File: src/htw_pkg.sv
// Shared constants and types for the hierarchical timer wheel.
`default_nettype none
package htw_pkg;
  localparam int ROOT_BITS    = 8;
  localparam int LEVEL_BITS   = 6;
  localparam int LEVELS       = 5;
  localparam int POOL_ENTRIES = 64;

  localparam int ROOT_SIZE  = 1 << ROOT_BITS;
  localparam int LEVEL_SIZE = 1 << LEVEL_BITS;
  localparam int LEVEL_MASK = LEVEL_SIZE - 1;
  localparam int SLOT_COUNT = ROOT_SIZE + (LEVELS - 1) * LEVEL_SIZE;
  localparam int SLOT_W     = $clog2(SLOT_COUNT);
  localparam int PTR_W      = 7;
  localparam int IDX_W      = $clog2(POOL_ENTRIES);
  localparam int LV_W       = (LEVELS > 2) ? $clog2(LEVELS - 1) : 1;

  localparam logic [PTR_W-1:0] NIL = 7'd127;

  localparam logic FUNC_ADD  = 1'b0;
  localparam logic FUNC_TICK = 1'b1;
  localparam logic KIND_ADD  = 1'b0;
  localparam logic KIND_EXP  = 1'b1;
  localparam logic STAT_OK   = 1'b0;
  localparam logic STAT_FULL = 1'b1;

  typedef struct packed {
    logic [31:0]       expiry;
    logic [SLOT_W-1:0] slot;
  } file_res_t;
endpackage
`default_nettype wire

File: src/htw_file_calc.sv
// Clamp of an expiry and choice of its wheel slot.
`default_nettype none
module htw_file_calc import htw_pkg::*; (
  input  wire logic [31:0] expiry,
  input  wire logic [31:0] tick,
  input  wire logic        past_mode,
  output file_res_t        res
);
  logic [31:0] gap;
  logic [31:0] cdist;
  logic [31:0] cexp;
  logic        found;

  always_comb begin
    gap   = expiry - tick;
    cexp  = expiry;
    cdist = gap;
    if (past_mode) begin
      if (gap[31]) begin
        cexp  = tick;
        cdist = 32'd0;
      end
    end else if (gap[31] || gap == 32'd0) begin
      cexp  = tick + 32'd1;
      cdist = 32'd1;
    end
    res.expiry = cexp;
    res.slot   = SLOT_W'(cexp[ROOT_BITS-1:0]);
    found      = ({32'd0, cdist} < (64'd1 << ROOT_BITS));
    for (int j = 1; j < LEVELS; j++) begin
      if (!found && (j == LEVELS - 1 ||
                     {32'd0, cdist} < (64'd1 << (ROOT_BITS + j * LEVEL_BITS)))) begin
        found    = 1'b1;
        res.slot = SLOT_W'(ROOT_SIZE + (j - 1) * LEVEL_SIZE) +
                   SLOT_W'(({32'd0, cexp} >> (ROOT_BITS + (j - 1) * LEVEL_BITS)) &
                           64'(LEVEL_MASK));
      end
    end
  end
endmodule
`default_nettype wire

File: config.mk
export PLATFORM = sky130hd
export DESIGN_NAME = htw_file_calc
export DESIGN_NICKNAME = d
export VERILOG_FILES = /design/src/htw_pkg.sv /design/src/htw_file_calc.sv
export SDC_FILE = /design/constraint.sdc
export NUM_CORES = 1
export LEC_CHECK = 0
export ABC_AREA = 1
export BUFFER_PORTS_ARGS = -buffer_cell sky130_fd_sc_hd__buf_2
export CAP_MARGIN = 40
export CORE_AREA = 2 2 104 106
export DETAILED_ROUTE_END_ITERATION = 8
export DIE_AREA = 0 0 106 108
export GPL_TIMING_DRIVEN = 1
export PLACE_DENSITY = 0.73
export SLEW_MARGIN = 20
export SYNTH_ARGS = -nofsm -noshare
export SYNTH_HDL_FRONTEND = slang
export SYNTH_SLANG_ARGS = --single-unit
export TNS_END_PERCENT = 5
File: constraint.sdc
create_clock -name vclk -period 4
set_input_delay 0.2 -clock vclk [all_inputs]
set_output_delay 0.2 -clock vclk [all_outputs]
set_load 0.01 [all_outputs]
=== After elaboration in Yosys (flattened, before gate mapping) ===
Index checks and enable logic that the tools add are counted.

* Add/subtract/negate cells: 6
* Order comparisons: 4
* Multiplexer cells: 13
* Reductions and logical operators: 8

{| class="wikitable"
|+ Operator list
! kind !! number
|-
| 32-bit 2-to-1 mux || 5
|-
| 9-bit 2-to-1 mux || 4
|-
| 32-bit by 1-bit adder with 32-bit output, second input constant || 1
|-
| 32-bit logical NOT || 1
|-
| 32-bit by 15-bit < comparator with 1-bit output, second input constant || 1
|-
| 32-bit by 21-bit < comparator with 1-bit output, second input constant || 1
|-
| 32-bit by 27-bit < comparator with 1-bit output, second input constant || 1
|-
| 32-bit by 9-bit < comparator with 1-bit output, second input constant || 1
|-
| 32-bit subtractor || 1
|-
| 31-bit 2-to-1 mux || 1
|-
| 9-bit by 6-bit adder with 9-bit output, first input constant || 2
|-
| 8-bit by 7-bit adder with 9-bit output, first input constant || 1
|-
| 7-bit by 7-bit adder with 8-bit output, first input constant || 1
|-
| 1-bit logical AND || 3
|-
| 1-bit logical NOT || 3
|-
| 1-bit 2-to-1 mux || 3
|-
| 1-bit logical OR || 1
|}

* Register bits after elaboration: 0
* Bits of input ports: 65
* Output and inout port bits: 41
* Word-level logic and storage cells: 31

=== Logic depth before layout (Yosys ltp) ===
Gate-level depths: netlist (run 1).

* Depth after elaboration: 16
* Gate-level depth with buffers: 28
* Gate-level depth less buffers: 28

=== Least setup slack after synthesis (run 1) ===
OpenSTA, ideal clock, no wires.

* Kind: input to output
* From: input tick[21]
* To: output res[3] (netlist bit)
* Arrival time: 2.616 ns
* Slack: 1.184 ns
* Cell stages on the path: 19
* Buffers on the path: 2
* Path through: clkinv_1 ha_1 nand2_1 inv_1 nand2_1 nand2_1 a21oi_2 nor2_1 nor2_2 nand2_2 nand2_2 nand2_4 inv_4 buf_4 clkbuf_1 o21ai_0 o21ai_0 nand2_1 nand2_1

{| class="wikitable"
|+ RTL lines
! what !! RTL line !! source
|-
| start, declared || htw_file_calc.sv:5 || <nowiki>input wire logic [31:0] tick,</nowiki>
|-
| end, declared || htw_file_calc.sv:7 || <nowiki>output file_res_t res</nowiki>
|}

==> flow_summary.toml, run 1 <==
[outcome]
status = "complete, no violations"

[clock_tree]
cts_resized = 0
cts-hold-fix-buffers = 0
cts_setup_buffers = 0

[finish]
clock_buffers = 0
area_growth_pct = 12.5
nets = 1235
drive_gt1_share_pct = 14.8
final-seq-area_um2 = 0
final_cells = 1271
seq_cell_count = 0
antenna_cells = 0
n_fill_cell = 1175

[yosys]
netlist_top_cells_count = "385 x nand2_1, 185 x inv_1, 97 x nand3_1"
synth_area_um2 = 5050
synth.area.top_cells = "nand2_1 29%, inv_1 14%, nand3_1 9.6%"
ys_seq_area_share_pct = 0
synth_fp_nets = 1141
postSynthAreaPerCell_um2 = 4.84
synth_top_area_share_pct = 28.6
yosysMostFrequentCell = "nand2_1"
ys_types = 46
yosys_warnings = 0
yosys.area.top_type = "nand2_1"
postSynthCellCount = 1043

[power_and_ir_drop]
pwr-share-clk_pct = 0
p_leak_nw = 3.48
p_seq_share_pct = 0
netSwitchingPower_uw = 709
power.internal_uw = 354
combPwrFrac_pct = 100.0
power.density_nw_per_um2 = 187
vdd_ir_drop_max_mv = 0.0732
swShare_pct = 66.7

[placement]
dpl.cell_count = 1271
dpl.hpwl_um = 15900
place_congestion = 1.04
io_buffer_count = 106

[floorplanning]
start_util_pct = 49.4
io_pins = 106
die_w_um = 106
die_area_um2 = 11400
std_cell_rows = 37
core_area_um2 = 10200
die_h_um = 108

[timing]
hold_viol = 0
setup_tns_ns = 0
period_minus_slack_ns = 3.76
period_share_pct = 94.1
drv_slew = 0
max_freq_mhz = 266
slew_headroom_pct = 45.4
setup_viol = 0
rsz0062_at_grt = "no"
worstMarginPinSlew_ns = 0.818

[hold_path]
hp-class = "input pin to output pin"
hold_path_depth = 4

[worst_setup_path]
cp-start-kind = "input pin"
crit_required_ns = 3.80
worst-setup-path-type = "input pin to output pin"
cp-end-kind = "output pin"
crit_path_max_fanout = 32
critical_path_arrival_ns = 3.56

[grt]
first_global_vias = 6015
grt_overflow_total = 0
antenna_found_initial = 0
grt_pass1_wl_um = 29500
grt_start_max_net_pins = 35
globalRouteTotalUtil_pct = 31.5

[drt]
drt_wl_total_um = 18500
wl_per_cell_um = 14.6
drtPass1Iterations = 5
drt_iter0_markers = 491
vias_per_cell = 5.35
vias = 6800
remaining_drc_errors = 0
detail-route-antenna-nets = 0

[job]
drv_cap = 0
layer usage:
metal	GRT usage, %	up-vias	wire [um]
li1	-	3460	-
met1	45.8	2999	8530
met2	51.8	317	8140
met3	2.35	24	1560
met4	5.17	0	293
met5	0	-	0
final cells by class:
type / instances / area, um2 / share of cell area, %
timing repair buffer: 112 / 588 / 10.3
tap: 136 / 170 / 2.99
inverter: 198 / 746 / 13.1
multi-input combinational: 825 / 4180 / 73.5
critical path, cell delays in order:
cell      delay (ns)
buf_2           0.09
clkinv_1        0.17
ha_1            0.42
nand2_1         0.13
nor2_1          0.18
inv_1           0.08
nor3_1          0.33
nand3_1         0.19
nand2_1         0.10
nand2_1         0.05
nand2_1         0.11
nand3_1         0.09
nor2_2          0.17
nand2_4         0.18
nand2_8         0.11
buf_12          0.18
nand3_1         0.09
nand2_1         0.06
o31ai_1         0.08
o21ai_0         0.21
inv_1           0.06
nand2_1         0.09
nand2_1         0.05
buf_2           0.13
worst paths after layout:
| kind | endpoint | slack (ns) | from |
|---|---|---|---|
| worst max-delay path | res[2] | 0.24 | tick[21] |
| worst min-delay path | res[11] | 0.81 | tick[2] |
placed cells by master (no fill, tap or decap), types with 9 or more instances in the layout:
master / Yosys / final
nand2_1: 385 / 385
inv_1: 185 / 185
buf_2: 1 / 106
nand3_1: 97 / 97
nor2_1: 89 / 89
ha_1: 32 / 32
a21oi_1: 31 / 31
o21ai_0: 30 / 30
xor2_1: 25 / 25
o211ai_1: 19 / 19
nand2_2: 14 / 14
nand4_1: 13 / 13
nor3_1: 12 / 12
nor2_2: 12 / 12
inv_2: 10 / 10
o21ai_1: 9 / 9
stage by stage:
step | utilization [%] | area [um2] | total power, mW | worst slack [ns] | hold slack [ns]
finish | 55.6 | 5680 | 1.06 | 0.236 | 0.809
global route | 55.6 | 5680 | 1.17 | 0.0437 | 0.830
CTS | 55.6 | 5680 | 1.05 | 0.306 | 0.804
detailed placement | 55.6 | 5680 | 1.04 | 0.315 | 0.806
global placement | 55.6 | 5680 | 1.04 | 0.332 | 0.801
floorplan | - | 5050 | 0.731 | 1.18 | 0.562
power by group through the flow:
| stage | Clock [mW] | Combinational, mW | Sequential (mW) |
|---|---|---|---|
| finish | 0 | 1.06 | 0 |
| global route | 0 | 1.17 | 0 |
| CTS | 0 | 1.05 | 0 |
| detailed placement | 0 | 1.04 | 0 |
| global placement | 0 | 1.04 | 0 |
| floorplan | 0 | 0.731 | 0 |
logic make-up (layout without fill, tap and decap cells):
family | after synthesis | in the layout | share of synthesized area (%)
AND/OR/NAND/NOR | 656 | 656 | 56.9
AO/OA/AOI/OAI | 109 | 109 | 12.9
buffers and inverters | 218 | 310 | 17.2
adder cells (fa/ha/maj) | 33 | 33 | 8.32
XOR/XNOR | 27 | 27 | 4.68
(Power assumes the default switching activity.)
==> inputs of run 2 (changes only) <==
CELL_PAD_IN_SITES_DETAIL_PLACEMENT = 1   (was unset)
CELL_PAD_IN_SITES_GLOBAL_PLACEMENT = 1   (was unset)
CORE_AREA = 2 2 120 122   (was 2 2 104 106)
DIE_AREA = 0 0 122 124   (was 0 0 106 108)
PLACE_DENSITY = unset   (was 0.73)
PLACE_DENSITY_LB_ADDON = 0.1   (was unset)
clock period = 3.89 ns   (was 4 ns; I/O delays follow)
==> run 2 against run 1 <==
Setup slack improved by 0.080 ns. Cell area increased by 3.0%. Sequential cell count unchanged. First-iteration DRC count decreased by 12%. Count of clock-buffer cells in the layout unchanged. Combinational power increased by 8%. Sequential share of layout area unchanged. Cell count increased by 3.9%. Via count increased by 1.1%. Die area increased by 32%. Critical path type unchanged. Largest cell class unchanged.
==> flow_summary.toml, run 2 (synthesized netlist as in run 1, its figures left out) <==
[worst_setup_path]
crit_buf_inv = 5
cp-end-kind = "output pin"
critical_path_arrival_ns = 3.38
critPathTopFamily = "simple AND/OR/NAND/NOR gates"
slowest_delay_ns = 0.38
cp-start-kind = "input pin"
worst-setup-path-type = "input pin to output pin"
crit_path_max_fanout = 26
cpMostUsedCell = "nand2_1"
path_cells = "buf_2 > inv_1 > ha_1 > a21oi_1 > nand2_1 > a21oi_2 > nor2_1 > nor2_2 > nand3_1 > nand2_4 > inv_8 > o21ai_0 > nand2_1 > nor2_2 > nand3_4 > nand2_4 > inv_2 > nand3_1 > nand3_1 > nand2_1 > nand2_1 > nand2_1 > buf_2"
cp_num_cells = 23
cp-endpoint = "res[3]"
crit_required_ns = 3.70
crit_slowest_cell = "ha_1"
crit_start = "tick[22]"

[placement]
io_buffer_count = 106
dpl.cell_count = 1320
place_congestion = 0.937
dpl.hpwl_um = 19400
dpl_cell_area_um2 = 5760

[floorplanning]
std_cell_rows = 43
die_area_um2 = 15100
die_h_um = 124
die_w_um = 122
io_pins = 106
core_area_um2 = 13700
start_util_pct = 36.8

[finish]
final_cell_mix = "384 x nand2_1, 184 x inv_1, 106 x buf_2"
nets = 1241
final-seq-area_um2 = 0
drive_gt1_share_pct = 16.9
multi_input_area_um2 = 4250
final_cells = 1321
seq_cell_count = 0
final_common_cell = "nand2_1"
antenna_cells = 0
n_fill_cell = 2147
area_growth_pct = 15.9
clock_buffers = 0
fin_area_um2 = 5850

[grt]
antenna_found_initial = 0
globalRouteTotalUtil_pct = 29.3
first_global_vias = 6747
grt_pass1_wl_um = 35300
grt_overflow_total = 0
grt_start_max_net_pins = 35

[drt]
drtPass1Iterations = 5
wl_per_cell_um = 16.9
detail-route-antenna-nets = 0
vias_per_cell = 5.21
drt_wl_total_um = 22300
vias = 6877
drt_iter0_markers = 431
remaining_drc_errors = 0

[timing]
setup_viol = 0
hold_viol = 0
timing.hold.ws_ns = 0.790
worstMarginPinSlew_ns = 0.869
slew_headroom_pct = 42.0
period_minus_slack_ns = 3.57
drv_slew = 0
period_share_pct = 91.9
max_freq_mhz = 280

[power_and_ir_drop]
vdd_ir_drop_max_mv = 0.0446
power.density_nw_per_um2 = 197
p_leak_nw = 3.50

[outcome]
status = "complete, no violations"

[hold_path]
hp-class = "input pin to output pin"

[clock_tree]
cts-hold-fix-buffers = 0

[job]
drv_cap = 0
run 2: changes by cell type in the layout (fill, tap and decap cells not counted), sizes merged:
cell	delta
buf	+6
run 2: area by class of cell:
class	count	area share, %
timing repair buffer	118	10.7
tap	180	3.85
multi-input combinational	825	72.6
inverter	198	12.9
run 2: how the worst min path moves through the flow:
stage	start	slack (ns)	depth (start not counted)	endpoint
final	tick[2]	0.79	4	res[11]
after global routing	tick[2]	0.84	4	res[11]
after CTS	tick[2]	0.79	4	res[11]
after detailed placement	tick[2]	0.79	4	res[11]
after global placement	tick[2]	0.77	4	res[11]
after floorplan	tick[14]	0.55	2	res[23]
run 2: through the flow:
step / util, % / setup WS (ns) / TNS (ns) / total power [mW]
final: 42.7 / 0.315 / 0 / 1.15
after global routing: 42.7 / -0.0174 / -0.0685 / 1.29
after CTS: 42.0 / 0.145 / 0 / 1.12
after detailed placement: 42.0 / 0.152 / 0 / 1.12
after global placement: 42.0 / 0.166 / 0 / 1.10
after floorplan: - / 1.09 / 0 / 0.751
run 2: per-layer routing:
layer | GRT usage, % | part of all wire (%) | vias up
li1 | - | - | 3472
met1 | 43.1 | 50 | 3237
met2 | 49.2 | 45 | 155
met3 | 1.01 | 4.1 | 13
met4 | 2.66 | 0.93 | 0
met5 | 0 | 0 | -
run 2: report_power, final:
| group | internal [mW] | switching [mW] |
|---|---|---|
| sequential | 0 | 0 |
| clock | 0 | 0 |
| combinational | 0.375 | 0.776 |
| total | 0.375 | 0.776 |
run 2: what timing repair did:
action / CTS / global route
resized for setup: 0 / 29
endpoints found under the setup margin: 0 / 6
setup buffers: 0 / 1
